## config.mk

```make
export PLATFORM = sky130hd
export DESIGN_NAME = priority_task_queue_with_cancel
export DESIGN_NICKNAME = d
export VERILOG_FILES = /design/src/rtl/core/ptq_pkg.sv /design/src/rtl/core/ptq_run_set.sv /design/src/rtl/core/priority_task_queue_with_cancel.sv
export SDC_FILE = /design/constraint.sdc
export NUM_CORES = 2
export LEC_CHECK = 0
export BUFFER_PORTS_ARGS = -buffer_cell sky130_fd_sc_hd__buf_4
export CAP_MARGIN = 5
export CORE_MARGIN = 10
export CORE_UTILIZATION = 40
export CTS_CLUSTER_DIAMETER = 200
export DETAILED_ROUTE_END_ITERATION = 7
export HOLD_SLACK_MARGIN = 0.08
export SYNTH_ARGS = -nofsm -noshare
export SYNTH_HDL_FRONTEND = slang
export SYNTH_SLANG_ARGS = --single-unit
```

## constraint.sdc

```tcl
create_clock -name clk -period 10.1 [get_ports clk]
set_clock_uncertainty 0.05 [all_clocks]
set_input_delay 2.02 -clock clk [delete_from_list [all_inputs] [get_ports clk]]
set_output_delay 2.02 -clock clk [all_outputs]
set_load 0.05 [all_outputs]
```

## src/rtl/core/ptq_pkg.sv

```systemverilog
// -----------------------------------------------------------------------------
// Priority task queue package
// Codes, field widths, defaults and shared types of the priority task queue.
// -----------------------------------------------------------------------------
package ptq_pkg;

	// Default sizes
	localparam int PTQ_LEVELS      = 5;
	localparam int PTQ_QUEUE_DEPTH = 16;
	localparam int PTQ_MAX_RUNNING = 8;

	// Priority clamp range
	localparam int PRIO_MIN = -2;
	localparam int PRIO_MAX = 2;

	// Field widths
	localparam int ID_W      = 32;
	localparam int OP_W      = 3;
	localparam int PRIO_W    = 4;
	localparam int ST_W      = 3;
	localparam int S_TDATA_W = 40;
	localparam int M_TDATA_W = 32;

	// Operation codes
	localparam logic [OP_W-1:0] OP_SUBMIT   = 3'd0;
	localparam logic [OP_W-1:0] OP_DISPATCH = 3'd1;
	localparam logic [OP_W-1:0] OP_COMPLETE = 3'd2;
	localparam logic [OP_W-1:0] OP_CANCEL   = 3'd3;
	localparam logic [OP_W-1:0] OP_FLUSH    = 3'd4;

	// Status codes
	localparam logic [ST_W-1:0] ST_OK        = 3'd0;
	localparam logic [ST_W-1:0] ST_NOT_FOUND = 3'd1;
	localparam logic [ST_W-1:0] ST_RUNNING   = 3'd2;
	localparam logic [ST_W-1:0] ST_FULL      = 3'd3;
	localparam logic [ST_W-1:0] ST_EMPTY     = 3'd4;
	localparam logic [ST_W-1:0] ST_BUSY      = 3'd5;

	// Running set port controls
	typedef struct packed {
		logic rd;
		logic set;
		logic clr;
	} run_ctl_t;

endpackage

```

## src/rtl/core/ptq_run_set.sv

```systemverilog
// -----------------------------------------------------------------------------
// Running set
// Ids of dispatched tasks: valid flags in flops, ids in a small memory with a
// registered read port, and a first-free-slot encoder for inserts.
// -----------------------------------------------------------------------------
module ptq_run_set import ptq_pkg::*; #(
	parameter int MAX_RUNNING = PTQ_MAX_RUNNING,
	parameter int RW          = (MAX_RUNNING > 1) ? $clog2(MAX_RUNNING) : 1
) (
	input  logic            clk,
	input  logic            arst_n,
	input  run_ctl_t        ctl,
	input  logic [RW-1:0]   rd_idx,
	input  logic [RW-1:0]   wr_idx,
	input  logic [ID_W-1:0] wr_id,
	output logic [ID_W-1:0] rd_id,
	output logic            rd_valid,
	output logic            free_ok,
	output logic [RW-1:0]   free_idx
);

	logic [ID_W-1:0]        id_mem [MAX_RUNNING];
	logic [MAX_RUNNING-1:0] valid_q;

	// Write and read the id memory
	always_ff @(posedge clk) begin
		if (ctl.set) begin
			id_mem[wr_idx] <= wr_id;
		end
		if (ctl.rd) begin
			rd_id <= id_mem[rd_idx];
		end
	end

	// Track entry valid flags and register the flag with each read
	always_ff @(posedge clk or negedge arst_n) begin
		if (!arst_n) begin
			valid_q  <= '0;
			rd_valid <= 1'b0;
		end else begin
			if (ctl.set) begin
				valid_q[wr_idx] <= 1'b1;
			end else if (ctl.clr) begin
				valid_q[wr_idx] <= 1'b0;
			end
			if (ctl.rd) begin
				rd_valid <= valid_q[rd_idx];
			end
		end
	end

	// Pick the lowest free entry
	always_comb begin
		free_ok  = 1'b0;
		free_idx = '0;
		for (int i = MAX_RUNNING - 1; i >= 0; i--) begin
			if (!valid_q[i]) begin
				free_ok  = 1'b1;
				free_idx = RW'(i);
			end
		end
	end

endmodule

```

## src/rtl/core/priority_task_queue_with_cancel.sv

```systemverilog
// -----------------------------------------------------------------------------
// Priority task queue with cancel
// Multi-level FIFO task queue: submit, dispatch, complete, cancel and flush
// requests run under a small sequencer around one shared 32-bit id compare.
//
//   channel  dir  signals                       content
//   s_axis   in   tvalid tready tdata tuser     request: op, prio, task_id
//   m_axis   out  tvalid tready tdata tuser     response: result_id, status
//
// One request at a time; tready is high only while the sequencer idles.
// Submit, flush and unknown ops answer straight from decode; complete scans the
// running set; dispatch reads the head id of the most urgent level, then scans
// the running set; cancel scans the running set, then searches queued ids level
// by level and moves later ids down after a removal. Each id compared costs one
// read of the FIFO memory or the running-set memory plus a compare on the
// shared comparator.
// Reset clears counts, heads, running flags and the id counter at once.
// A stalled response holds the sequencer before its return to idle.
// -----------------------------------------------------------------------------
module priority_task_queue_with_cancel import ptq_pkg::*; #(
	parameter int LEVELS      = PTQ_LEVELS,
	parameter int QUEUE_DEPTH = PTQ_QUEUE_DEPTH,
	parameter int MAX_RUNNING = PTQ_MAX_RUNNING
) (
	input  logic                 clk,
	input  logic                 arst_n,
	input  logic                 s_axis_tvalid,
	output logic                 s_axis_tready,
	input  logic [S_TDATA_W-1:0] s_axis_tdata,  // prio[3:0], task_id[35:4], zero[39:36]
	input  logic [OP_W-1:0]      s_axis_tuser,  // op[2:0]
	output logic                 m_axis_tvalid,
	input  logic                 m_axis_tready,
	output logic [M_TDATA_W-1:0] m_axis_tdata,  // result_id[31:0]
	output logic [ST_W-1:0]      m_axis_tuser   // status[2:0]
);

	localparam int LW    = $clog2(LEVELS);
	localparam int QW    = $clog2(QUEUE_DEPTH);
	localparam int CW    = $clog2(QUEUE_DEPTH + 1);
	localparam int PW    = CW + 1;
	localparam int DEPTH = LEVELS * QUEUE_DEPTH;
	localparam int AW    = $clog2(DEPTH);
	localparam int RW    = (MAX_RUNNING > 1) ? $clog2(MAX_RUNNING) : 1;
	localparam int RW1   = $clog2(MAX_RUNNING + 1);

	typedef enum logic [9:0] {
		S_IDLE   = 10'b00_0000_0001,
		S_DECODE = 10'b00_0000_0010,
		S_DRD    = 10'b00_0000_0100,
		S_DKEY   = 10'b00_0000_1000,
		S_RRD    = 10'b00_0001_0000,
		S_RCMP   = 10'b00_0010_0000,
		S_QSEL   = 10'b00_0100_0000,
		S_QCMP   = 10'b00_1000_0000,
		S_SRD    = 10'b01_0000_0000,
		S_SWR    = 10'b10_0000_0000
	} state_t;

	state_t            state_q;
	logic              resp_q;
	logic [OP_W-1:0]   op_q;
	logic [ID_W-1:0]   tid_q;
	logic [ID_W-1:0]   key_q;
	logic [LW-1:0]     lvl_q;
	logic [CW-1:0]     k_q;
	logic [RW1-1:0]    idx_q;
	logic [ID_W-1:0]   id_ctr_q;
	logic [CW-1:0]     cnt_q  [LEVELS];
	logic [QW-1:0]     head_q [LEVELS];
	logic [ID_W-1:0]   res_id_q;
	logic [ST_W-1:0]   res_st_q;
	logic              out_valid_q;
	logic [ID_W-1:0]   out_id_q;
	logic [ST_W-1:0]   out_st_q;

	logic [ID_W-1:0]   fifo_mem [DEPTH];
	logic [ID_W-1:0]   fifo_rd;
	logic              fifo_we;
	logic              fifo_re;
	logic [AW-1:0]     fifo_waddr;
	logic [AW-1:0]     fifo_raddr;
	logic [ID_W-1:0]   fifo_wdata;

	run_ctl_t          run_ctl;
	logic [RW-1:0]     run_wr_idx;
	logic [ID_W-1:0]   run_rd_id;
	logic              run_rd_valid;
	logic              run_free_ok;
	logic [RW-1:0]     run_free_idx;

	logic [OP_W-1:0]   in_op;
	logic signed [PRIO_W-1:0] in_prio;
	logic [ID_W-1:0]   in_tid;
	logic [2:0]        prio_cl;
	logic [LW-1:0]     lvl_in;
	logic [CW-1:0]     cnt_sel;
	logic [QW-1:0]     head_sel;
	logic [QW-1:0]     head_inc;
	logic [ID_W-1:0]   nxt_id;
	logic              sub_full;
	logic              run_miss;
	logic              any_ne;
	logic [LW-1:0]     first_lvl;
	logic [ID_W-1:0]   cmp_a;
	logic              cmp_eq;
	logic              hit;
	logic [CW-1:0]     k_inc;
	logic              in_acc;

	// Map a position relative to the level head to a memory address
	function automatic logic [AW-1:0] slot_addr(input logic [LW-1:0] lvl,
		input logic [QW-1:0] head, input logic [CW-1:0] k);
		logic [PW-1:0] pos;
		pos = PW'(head) + PW'(k);
		if (pos >= PW'(QUEUE_DEPTH)) begin
			pos = pos - PW'(QUEUE_DEPTH);
		end
		return AW'(32'(lvl) * QUEUE_DEPTH) + AW'(pos);
	endfunction

	// Unpack the request and clamp its priority to a level
	assign in_op   = s_axis_tuser;
	assign in_prio = s_axis_tdata[3:0];
	assign in_tid  = s_axis_tdata[35:4];
	assign in_acc  = s_axis_tvalid && s_axis_tready;

	always_comb begin
		if (in_prio < PRIO_MIN) begin
			prio_cl = 3'd0;
		end else if (in_prio > PRIO_MAX) begin
			prio_cl = 3'(PRIO_MAX - PRIO_MIN);
		end else begin
			prio_cl = 3'(int'(in_prio) - PRIO_MIN);
		end
		if (32'(prio_cl) > LEVELS - 1) begin
			lvl_in = LW'(LEVELS - 1);
		end else begin
			lvl_in = LW'(prio_cl);
		end
	end

	// Look up the selected level and find the most urgent non-empty one
	assign cnt_sel  = cnt_q[lvl_q];
	assign head_sel = head_q[lvl_q];
	assign head_inc = (head_sel == QW'(QUEUE_DEPTH - 1)) ? '0 : head_sel + QW'(1);
	assign sub_full = cnt_sel >= CW'(QUEUE_DEPTH);
	assign nxt_id   = (id_ctr_q + ID_W'(1) == '0) ? ID_W'(1) : id_ctr_q + ID_W'(1);
	assign k_inc    = k_q + CW'(1);

	always_comb begin
		any_ne    = 1'b0;
		first_lvl = '0;
		for (int i = LEVELS - 1; i >= 0; i--) begin
			if (cnt_q[i] != '0) begin
				any_ne    = 1'b1;
				first_lvl = LW'(i);
			end
		end
	end

	// Shared id comparator
	assign cmp_a    = (state_q == S_QCMP) ? fifo_rd : run_rd_id;
	assign cmp_eq   = (cmp_a == key_q);
	assign hit      = run_rd_valid && cmp_eq;
	assign run_miss = (idx_q == RW1'(MAX_RUNNING));

	// Drive the memory ports; hold them quiet while a response waits
	always_comb begin
		fifo_we    = 1'b0;
		fifo_re    = 1'b0;
		fifo_waddr = '0;
		fifo_raddr = '0;
		fifo_wdata = fifo_rd;
		run_ctl    = '0;
		if (!resp_q) begin
			case (state_q)
				S_DECODE: begin
					if (op_q == OP_SUBMIT && !sub_full) begin
						fifo_we    = 1'b1;
						fifo_waddr = slot_addr(lvl_q, head_sel, cnt_sel);
						fifo_wdata = nxt_id;
					end
				end
				S_DRD: begin
					fifo_re    = 1'b1;
					fifo_raddr = slot_addr(lvl_q, head_sel, '0);
				end
				S_RRD: begin
					if (!run_miss) begin
						run_ctl.rd = 1'b1;
					end else if (op_q == OP_DISPATCH && run_free_ok) begin
						run_ctl.set = 1'b1;
					end
				end
				S_RCMP: begin
					if (hit && op_q == OP_COMPLETE) begin
						run_ctl.clr = 1'b1;
					end
				end
				S_QSEL: begin
					if (k_q < cnt_sel) begin
						fifo_re    = 1'b1;
						fifo_raddr = slot_addr(lvl_q, head_sel, k_q);
					end
				end
				S_SRD: begin
					if (k_inc < cnt_sel) begin
						fifo_re    = 1'b1;
						fifo_raddr = slot_addr(lvl_q, head_sel, k_inc);
					end
				end
				S_SWR: begin
					fifo_we    = 1'b1;
					fifo_waddr = slot_addr(lvl_q, head_sel, k_q);
				end
				default: begin
				end
			endcase
		end
	end

	assign run_wr_idx = run_ctl.set ? run_free_idx : idx_q[RW-1:0];

	// Level FIFO storage
	always_ff @(posedge clk) begin
		if (fifo_we) begin
			fifo_mem[fifo_waddr] <= fifo_wdata;
		end
		if (fifo_re) begin
			fifo_rd <= fifo_mem[fifo_raddr];
		end
	end

	ptq_run_set #(
		.MAX_RUNNING (MAX_RUNNING),
		.RW          (RW)
	) u_run_set (
		.clk      (clk),
		.arst_n   (arst_n),
		.ctl      (run_ctl),
		.rd_idx   (idx_q[RW-1:0]),
		.wr_idx   (run_wr_idx),
		.wr_id    (key_q),
		.rd_id    (run_rd_id),
		.rd_valid (run_rd_valid),
		.free_ok  (run_free_ok),
		.free_idx (run_free_idx)
	);

	// Capture request fields
	always_ff @(posedge clk) begin
		if (in_acc) begin
			op_q  <= in_op;
			tid_q <= in_tid;
		end
	end

	// Sequencer
	always_ff @(posedge clk or negedge arst_n) begin
		if (!arst_n) begin
			state_q  <= S_IDLE;
			resp_q   <= 1'b0;
			id_ctr_q <= '0;
			lvl_q    <= '0;
			k_q      <= '0;
			idx_q    <= '0;
			key_q    <= '0;
			res_id_q <= '0;
			res_st_q <= ST_OK;
			for (int i = 0; i < LEVELS; i++) begin
				cnt_q[i]  <= '0;
				head_q[i] <= '0;
			end
		end else if (resp_q) begin
			// Hand the finished response to the output register
			if (!out_valid_q || m_axis_tready) begin
				resp_q  <= 1'b0;
				state_q <= S_IDLE;
			end
		end else begin
			case (state_q)
				S_IDLE: begin
					if (in_acc) begin
						lvl_q   <= lvl_in;
						key_q   <= in_tid;
						idx_q   <= '0;
						state_q <= S_DECODE;
					end
				end
				S_DECODE: begin
					case (op_q)
						OP_SUBMIT: begin
							resp_q <= 1'b1;
							if (sub_full) begin
								res_id_q <= '0;
								res_st_q <= ST_FULL;
							end else begin
								id_ctr_q     <= nxt_id;
								cnt_q[lvl_q] <= cnt_sel + CW'(1);
								res_id_q     <= nxt_id;
								res_st_q     <= ST_OK;
							end
						end
						OP_DISPATCH: begin
							if (!any_ne) begin
								res_id_q <= '0;
								res_st_q <= ST_EMPTY;
								resp_q   <= 1'b1;
							end else begin
								lvl_q   <= first_lvl;
								state_q <= S_DRD;
							end
						end
						OP_COMPLETE, OP_CANCEL: begin
							state_q <= S_RRD;
						end
						OP_FLUSH: begin
							for (int i = 0; i < LEVELS; i++) begin
								cnt_q[i] <= '0;
							end
							res_id_q <= tid_q;
							res_st_q <= ST_OK;
							resp_q   <= 1'b1;
						end
						default: begin
							res_id_q <= tid_q;
							res_st_q <= ST_NOT_FOUND;
							resp_q   <= 1'b1;
						end
					endcase
				end
				S_DRD: begin
					state_q <= S_DKEY;
				end
				S_DKEY: begin
					key_q   <= fifo_rd;
					state_q <= S_RRD;
				end
				S_RRD: begin
					if (!run_miss) begin
						state_q <= S_RCMP;
					end else begin
						case (op_q)
							OP_DISPATCH: begin
								resp_q <= 1'b1;
								if (run_free_ok) begin
									head_q[lvl_q] <= head_inc;
									cnt_q[lvl_q]  <= cnt_sel - CW'(1);
									res_id_q      <= key_q;
									res_st_q      <= ST_OK;
								end else begin
									res_id_q <= '0;
									res_st_q <= ST_BUSY;
								end
							end
							OP_CANCEL: begin
								lvl_q   <= '0;
								k_q     <= '0;
								state_q <= S_QSEL;
							end
							default: begin
								res_id_q <= tid_q;
								res_st_q <= ST_NOT_FOUND;
								resp_q   <= 1'b1;
							end
						endcase
					end
				end
				S_RCMP: begin
					if (hit) begin
						resp_q <= 1'b1;
						case (op_q)
							OP_DISPATCH: begin
								head_q[lvl_q] <= head_inc;
								cnt_q[lvl_q]  <= cnt_sel - CW'(1);
								res_id_q      <= key_q;
								res_st_q      <= ST_OK;
							end
							OP_CANCEL: begin
								res_id_q <= tid_q;
								res_st_q <= ST_RUNNING;
							end
							default: begin
								res_id_q <= tid_q;
								res_st_q <= ST_OK;
							end
						endcase
					end else begin
						idx_q   <= idx_q + RW1'(1);
						state_q <= S_RRD;
					end
				end
				S_QSEL: begin
					if (k_q < cnt_sel) begin
						state_q <= S_QCMP;
					end else if (lvl_q == LW'(LEVELS - 1)) begin
						res_id_q <= tid_q;
						res_st_q <= ST_NOT_FOUND;
						resp_q   <= 1'b1;
					end else begin
						lvl_q <= lvl_q + LW'(1);
						k_q   <= '0;
					end
				end
				S_QCMP: begin
					if (cmp_eq) begin
						state_q <= S_SRD;
					end else begin
						k_q     <= k_inc;
						state_q <= S_QSEL;
					end
				end
				S_SRD: begin
					if (k_inc < cnt_sel) begin
						state_q <= S_SWR;
					end else begin
						cnt_q[lvl_q] <= cnt_sel - CW'(1);
						res_id_q     <= tid_q;
						res_st_q     <= ST_OK;
						resp_q       <= 1'b1;
					end
				end
				S_SWR: begin
					k_q     <= k_inc;
					state_q <= S_SRD;
				end
				default: begin
					state_q <= S_IDLE;
				end
			endcase
		end
	end

	// Output register
	always_ff @(posedge clk or negedge arst_n) begin
		if (!arst_n) begin
			out_valid_q <= 1'b0;
		end else if (resp_q && (!out_valid_q || m_axis_tready)) begin
			out_valid_q <= 1'b1;
		end else if (m_axis_tready) begin
			out_valid_q <= 1'b0;
		end
	end

	always_ff @(posedge clk) begin
		if (resp_q && (!out_valid_q || m_axis_tready)) begin
			out_id_q <= res_id_q;
			out_st_q <= res_st_q;
		end
	end

	assign s_axis_tready = (state_q == S_IDLE) && !resp_q;
	assign m_axis_tvalid = out_valid_q;
	assign m_axis_tdata  = out_id_q;
	assign m_axis_tuser  = out_st_q;

endmodule

```

* Word-level counts from Yosys, hierarchy flattened
Memories as Yosys holds them, arrays and structs flattened. A register that Yosys moved wholly into a read port is not among the register bits.
Cells that the tools add are included.
** Word-level totals
- Input port bits :: 47
- Bits in writable memories :: 2816
- Register bits after elaboration :: 247
- Bits in read-only memories :: 0
- Memories kept :: 2
- Bits in latches :: 0
** Memory list
- fifo_mem :: words 80, width 32, read ports 1, clocked after memory_dff 1, write ports 1, RTL line priority_task_queue_with_cancel.sv:76 : logic [ID_W-1:0] fifo_mem [DEPTH];
- u_run_set.id_mem :: words 8, width 32, read ports 1, clocked after memory_dff 1, write ports 1, RTL line ptq_run_set.sv:22 : logic [ID_W-1:0] id_mem [MAX_RUNNING];
** Operators by class
- Div/mod/pow operators :: 0
- Add/subtract/negate cells :: 20
- Equality and inequality tests :: 46
- Bitwise operators :: 6
- Multiply operators :: 0
- Shift-type cells :: 0
- Reductions and logical operators :: 39
- Order comparisons :: 15
- Multiplexer cells :: 180
** Operator list (number)
- two-way mux 32 bit :: 15
- two-way mux 25 bit :: 7
- case mux 32 bit (5 select lines) :: 1
- case mux 32 bit (2 select lines) :: 2
- two-way mux 6 bit :: 17
- two-way mux 20 bit :: 5
- case mux 10 bit (10 select lines) :: 1
- case mux 25 bit (4 select lines) :: 1
- two-way mux 3 bit :: 32
- case mux 32 bit (3 select lines) :: 1
- two-way mux 10 bit :: 9
- bitwise mux 25 bit :: 2
- case mux 25 bit (2 select lines) :: 1
- two-way mux 1 bit :: 40
- two-way mux 5 bit :: 8
- case mux 20 bit (2 select lines) :: 1
- adder 7 x 6 -> 7 bit :: 5
- two-way mux 7 bit :: 5
- inequality test 2 bit (second input constant) :: 17
- adder 32 x 1 -> 32 bit (second input constant) :: 1
- == test 32 bit :: 1
- zero test 32 bit :: 1
- nonzero test 5 bit :: 6
- two-way mux 4 bit :: 6
- other kinds (77) :: 121

* Longest topological paths before layout
- Depth in word-level cells :: 22
- Gate-level depth with buffers :: 25

* Hierarchy
A second synthesis with hierarchy kept.
** Second synthesis, totals
- Cells, all modules :: 8968
- Area, all modules :: 126756.6 um^2
** By module, submodules not included
- priority_task_queue_with_cancel :: area an instance 115589.6 um^2, seq. area each 84141.9 um^2, instances 1, cells each 8505
- ptq_run_set :: area an instance 11167.0 um^2, seq. area each 8873.5 um^2, instances 1, cells each 463

* Least setup slack after synthesis
Ideal clock, no wire load.
- Path type :: reg2reg
- Start :: register lvl_q[0]
- End :: memory fifo_mem[0][8], data pin
- Library setup time :: 825 ps
- Data arrival time :: 6171 ps
- Stages on the path, launching flop included :: 13
- Path buffers :: 5
- Path slack :: 3053 ps
- Path through :: dfrtp_1 > clkbuf_1 > clkbuf_1 > mux4_2 > a22oi_1 > and2_0 > clkbuf_1 > nand2_1 > nor2_1 > nand2b_1 > buf_2 > buf_2 > o21ai_0
** On the way
- Cells in the longest elaborated chain, start to end :: 10
** Ends and longest elaborated chain
- start: declaration :: RTL line priority_task_queue_with_cancel.sv:64 : logic [LW-1:0] lvl_q;
- start signal: assignment :: RTL line priority_task_queue_with_cancel.sv:284 : lvl_q <= lvl_in;
- start signal: assignment :: RTL line priority_task_queue_with_cancel.sv:310 : lvl_q <= first_lvl;
- start signal: assignment :: RTL line priority_task_queue_with_cancel.sv:401 : lvl_q <= lvl_q + LW'(1);
- NOT 3 -> 4 bit (implied by the code) :: RTL line priority_task_queue_with_cancel.sv:143 : assign cnt_sel = cnt_q[lvl_q];
- binary-select mux 5 bit (select 3 bit) :: RTL line priority_task_queue_with_cancel.sv:143
- two-way mux 5 bit (implied by the code) (2 in series) :: RTL line priority_task_queue_with_cancel.sv:143
- greater-or-equal comparator 5 bit :: RTL line priority_task_queue_with_cancel.sv:146 : assign sub_full = cnt_sel >= CW'(QUEUE_DEPTH);
- zero test 1 bit :: RTL line priority_task_queue_with_cancel.sv:178 : if (op_q == OP_SUBMIT && !sub_full) begin
- logical AND 1 bit :: RTL line priority_task_queue_with_cancel.sv:178
- two-way mux 32 bit :: RTL line priority_task_queue_with_cancel.sv:178
- two-way mux 32 bit :: RTL line priority_task_queue_with_cancel.sv:176 : case (state_q)
- two-way mux 32 bit :: RTL line priority_task_queue_with_cancel.sv:175 : if (!resp_q) begin
- via fifo_wdata[8] :: RTL line priority_task_queue_with_cancel.sv:82 : logic [ID_W-1:0] fifo_wdata;
- end: declaration :: RTL line priority_task_queue_with_cancel.sv:76
The timed path passes the listed nets, and every way through them passes these cells. The select of a mux whose other input is x is not followed.

* Final worst setup path
- Start :: register lvl_q[0]
- End :: register fifo_rd[1], read port of fifo_mem, data pin
** On the way
- Cells in the longest elaborated chain, start to end :: 14
** Ends and longest elaborated chain
- NOT 3 -> 4 bit (implied by the code) :: RTL line priority_task_queue_with_cancel.sv:143, priority_task_queue_with_cancel.sv:144
- binary-select mux 4 bit (select 3 bit) :: RTL line priority_task_queue_with_cancel.sv:144 : assign head_sel = head_q[lvl_q];
- two-way mux 4 bit (implied by the code) (2 in series) :: RTL line priority_task_queue_with_cancel.sv:144
- adder 4 x 5 -> 6 bit :: RTL line priority_task_queue_with_cancel.sv:114 : pos = PW'(head) + PW'(k);
- subtractor 6 x 5 -> 6 bit / greater-or-equal comparator 6 x 5 -> 1 bit (equally long branches) :: RTL line priority_task_queue_with_cancel.sv:116, priority_task_queue_with_cancel.sv:115
- two-way mux 6 bit :: RTL line priority_task_queue_with_cancel.sv:115 : if (pos >= PW'(QUEUE_DEPTH)) begin
- two-way mux 6 bit (on tied branches) :: RTL line priority_task_queue_with_cancel.sv:207, priority_task_queue_with_cancel.sv:201
- two-way mux 6 bit :: RTL line priority_task_queue_with_cancel.sv:176
- two-way mux 6 bit :: RTL line priority_task_queue_with_cancel.sv:175
- adder 7 x 6 -> 7 bit :: RTL line priority_task_queue_with_cancel.sv:118 : return AW'(32'(lvl) * QUEUE_DEPTH) + AW'(pos);
- two-way mux 7 bit (on tied branches) :: RTL line priority_task_queue_with_cancel.sv:207, priority_task_queue_with_cancel.sv:201
- case mux 7 bit (3 select lines) :: RTL line priority_task_queue_with_cancel.sv:176
- two-way mux 7 bit :: RTL line priority_task_queue_with_cancel.sv:175
- end: declaration :: RTL line priority_task_queue_with_cancel.sv:77 : logic [ID_W-1:0] fifo_rd;
Several ways; a longest one is shown, not always the timed one. The select of a mux whose other input is x is not followed.
A chain may end at the register's enable or synchronous reset.

==> run_results.csv <==
group,metric,value,unit
run_status,outcome,"finished, final reports clean",
clocking,postCtsHoldBufs,0,
pwr,switching_share,0.238,
pwr,vdd_drop_max,0.142,mV
pwr,p_int,21.7,mW
yosys,synthTopCellsByCount,"edfxtp_1, nand2_1, o21ai_0, nand3_1, nor2_1",
timing,worstMarginPinSlew,1.32,ns
grt,grt_use_total,0.227,
place,dpl_worst_slack,2.38,ns
yosys,synth.distinct_cells,99,
timing,finalSetupViolCount,0,
pwr,clockPowerShare,0.412,
yosys,yosysWarnings,0,
routing,first_iter_violations,11500,
worst_hold_path,holdCritPathClass,"flip-flop to flip-flop",
yosys,synth_most_common_cell,"edfxtp_1",
clocking,insertion_delay,0.91,ns
clocking,cts_buffers,326,
die,die_w,588,um
timing,min_period,7.95,ns
critical_path,path_class,"flip-flop to flip-flop",
pwr,power.total,28.5,mW
clocking,root_buffer,"clkbuf_16",
timing,fin_ws,2.15,ns
yosys,ys_seq_elements,3127,
routing,drcViolationCount,0,
timing,relSlewSlack,0.119,
timing,fin_crit_sh,0.787,
die,fp.dieArea,346000,sq um
critical_path,cp-start-kind,"flip-flop",
yosys,syn_nets,9484,
yosys,synth_edf_count,2950,
die,boundaryPins,84,
critical_path,crit_required,10.65,ns
finish,syn_to_final_growth,13.3,%
yosys,synth_top_flop_cell,"edfxtp_1",
pwr,p_leak,47.7,nW
clocking,cts_tree,"done",
clocking,cts_resized,0,
yosys,syn_area_per_cell,13.7,sq um
routing,drtAntennaViolNets,0,
grt,grt_pass1_wl,584,mm
run,max-cap-violations,0,
critical_path,crit_arrival,8.50,ns
place,hpwl,236,mm
finish,layout.nets,9494,
clocking,clkSlewWorstSetupHoldPaths,0.06,ns
clocking,post_cts_buffers,0,
yosys,syn-cell-area,129000,sq um
grt,grt_busiest_layer,"met2",
grt,gr-usage-met2,0.349,
yosys,ys_top_cells_by_area,"edfxtp_1, dfrtp_1, nand2_1",
yosys,synthArstFlopShare,0.0566,
grt,grt_overflow_total,0,
timing,drv_slew,0,
yosys,synth_top_area_cell,"edfxtp_1",
routing,wl_per_cell,29.4,um
place,place.gp.congestion,0.907,
timing,hold_viol,0,
die,rows,208,
grt,grt_antenna_before_repair,21,
grt,grt_pass1_vias,80400,
pwr,p_sw,6.78,mW
clocking,clock-sinks,3127,
clocking,cts_buffer_depth,4,
clocking,htreeDepth,5,
yosys,postSynthCellCount,9398,
finish,fillers,28100,
timing,fmax,126,MHz
pwr,pwr-share-comb,0.066,
timing,hold-worst-slack,0.399,ns
routing,drt_pre_antenna_iters,7,
timing,tns,0,ns
pwr,seq_power_share,0.521,
finish,drive_gt1_frac,0.124,
grt,grt_use_met1,0.309,
yosys,synth.yosys.seq_area_share,0.720,
critical_path,cp-end-kind,"flip-flop",
timing,rsz0062_at_grt,"no",
pwr,powerDensity,195,nW/um^2
die,die_h,588,um
die,core,321000,sq um
place,io_buffer_count,79,
critical_path,cp_max_fo,20,
routing,vias,84300,
die,start_util,0.402,
yosys,yosysTopAreaCellShare,0.686,
grt,grt_start_max_net_pins,167,
grt,grtUsageMet3,0.0554,
routing,wirelength,411,mm
routing,via_per_inst,6.03,
-- path summary, 6_finish.rpt --
| check | start | end | slack (ns) | cells past startpoint |
|---|---|---|---|---|
| max in group asynchronous | arst_n | res_id_q[19]$_DFFE_PN0P_ | 7.08 | 2 |
| worst min register to register | res_id_q[22]$_DFFE_PN0P_ | m_axis_tdata[22]$_DFFE_PP_ | 0.40 | 0 |
| worst max register to register | lvl_q[0]$_DFFE_PN0P_ | fifo_rd[1]$_DFFE_PP_ | 2.15 | 16 |
| worst max-delay path | lvl_q[0]$_DFFE_PN0P_ | fifo_rd[1]$_DFFE_PP_ | 2.15 | 16 |
| worst min-delay path | res_id_q[22]$_DFFE_PN0P_ | m_axis_tdata[22]$_DFFE_PP_ | 0.40 | 0 |
| min in group asynchronous | arst_n | asynchronous set/reset pin | 1.22 | 1 |
-- power by group through the flow --
| stage | clock network, mW | registers [mW] | logic [mW] |
|---|---|---|---|
| after floorplan | 0 | 15.1 | 1.06 |
| after global placement | 0 | 15.1 | 1.85 |
| after detailed placement | 0 | 15.1 | 1.87 |
| after CTS | 11.9 | 14.9 | 1.87 |
| after global routing | 12.4 | 14.9 | 2.02 |
| final | 11.7 | 14.9 | 1.89 |
-- per-stage QoR --
stage               cells  instance area, sq um  utilization
floorplan            9398                129000            -
global placement    13400                136000        0.423
detailed placement  13400                136000        0.423
CTS                 14000                146000        0.455
global route        14000                146000        0.455
finish              14000                146000        0.455
-- layout make-up --
| type | instances | area, sq um | area share |
|---|---|---|---|
| well taps | 4305 | 5390 | 0.0368 |
| inverters | 44 | 165 | 0.00113 |
| clock inverters | 183 | 1590 | 0.0109 |
| multi-input cells | 5554 | 34500 | 0.236 |
| flip-flops and latches | 3127 | 93000 | 0.636 |
| repair buffers | 355 | 2950 | 0.0201 |
| diodes | 12 | 30.0 | 0.000205 |
| clock buffers | 401 | 8670 | 0.0593 |
-- critical path, cell delays in order (launching register included) --
cell and delay, ns:
dfrtp_1 0.60, buf_4 0.37, mux4_2 0.58, a22oi_1 0.60, ha_1 0.26, nand4_1 0.28, o221a_2 0.39, o21ai_1 0.39
nor3_1 0.25, a222oi_1 1.01, or2_1 0.28, buf_4 0.37, nand2b_1 0.60, buf_4 0.42, a31oi_1 0.08, a31oi_1 0.90
nand4_1 0.19
-- cells by family after synthesis --
family	after synthesis	synth area share
flops	3127	0.720
buf+inv	717	0.0229
simple gates	3094	0.112
compound gates	1958	0.0971
xor+xnor	55	0.00373
mux	408	0.0395
fa+ha+maj	39	0.00413
-- per-layer routing --
layer / part of all wire / wire length (um)
met5: 0.000075 / 31
met1: 0.40 / 162000
met2: 0.45 / 185000
met3: 0.11 / 44500
met4: 0.047 / 19300
-- sequential cells by signal, summed over array words and instances, names as in the netlist, 4 cells and up, named ones only --
name              cells
key_q                32
k_q                   5
u_run_set.rd_id      32
id_ctr_q             32
head_q               20
m_axis_tdata         32
u_run_set.id_mem    256
state_q              10
cnt_q                25
res_id_q             32
idx_q                 4
tid_q                32
fifo_rd              32
fifo_mem           2560
-- cell usage in the layout, fill, tap and decap left out, types with 80 or more instances in the layout --
master,count
buf_4,332
o211ai_1,275
nor3_1,122
nand3_1,550
a21oi_1,380
mux2i_1,223
a31oi_1,119
edfxtp_1,2950
nor2_1,444
a22oi_1,80
or3_1,444
clkbuf_16,333
dfrtp_1,173
nand2_1,1160
nor2_4,103
o21ai_0,559
mux2_2,111
Power figures use the tool's default switching activity.
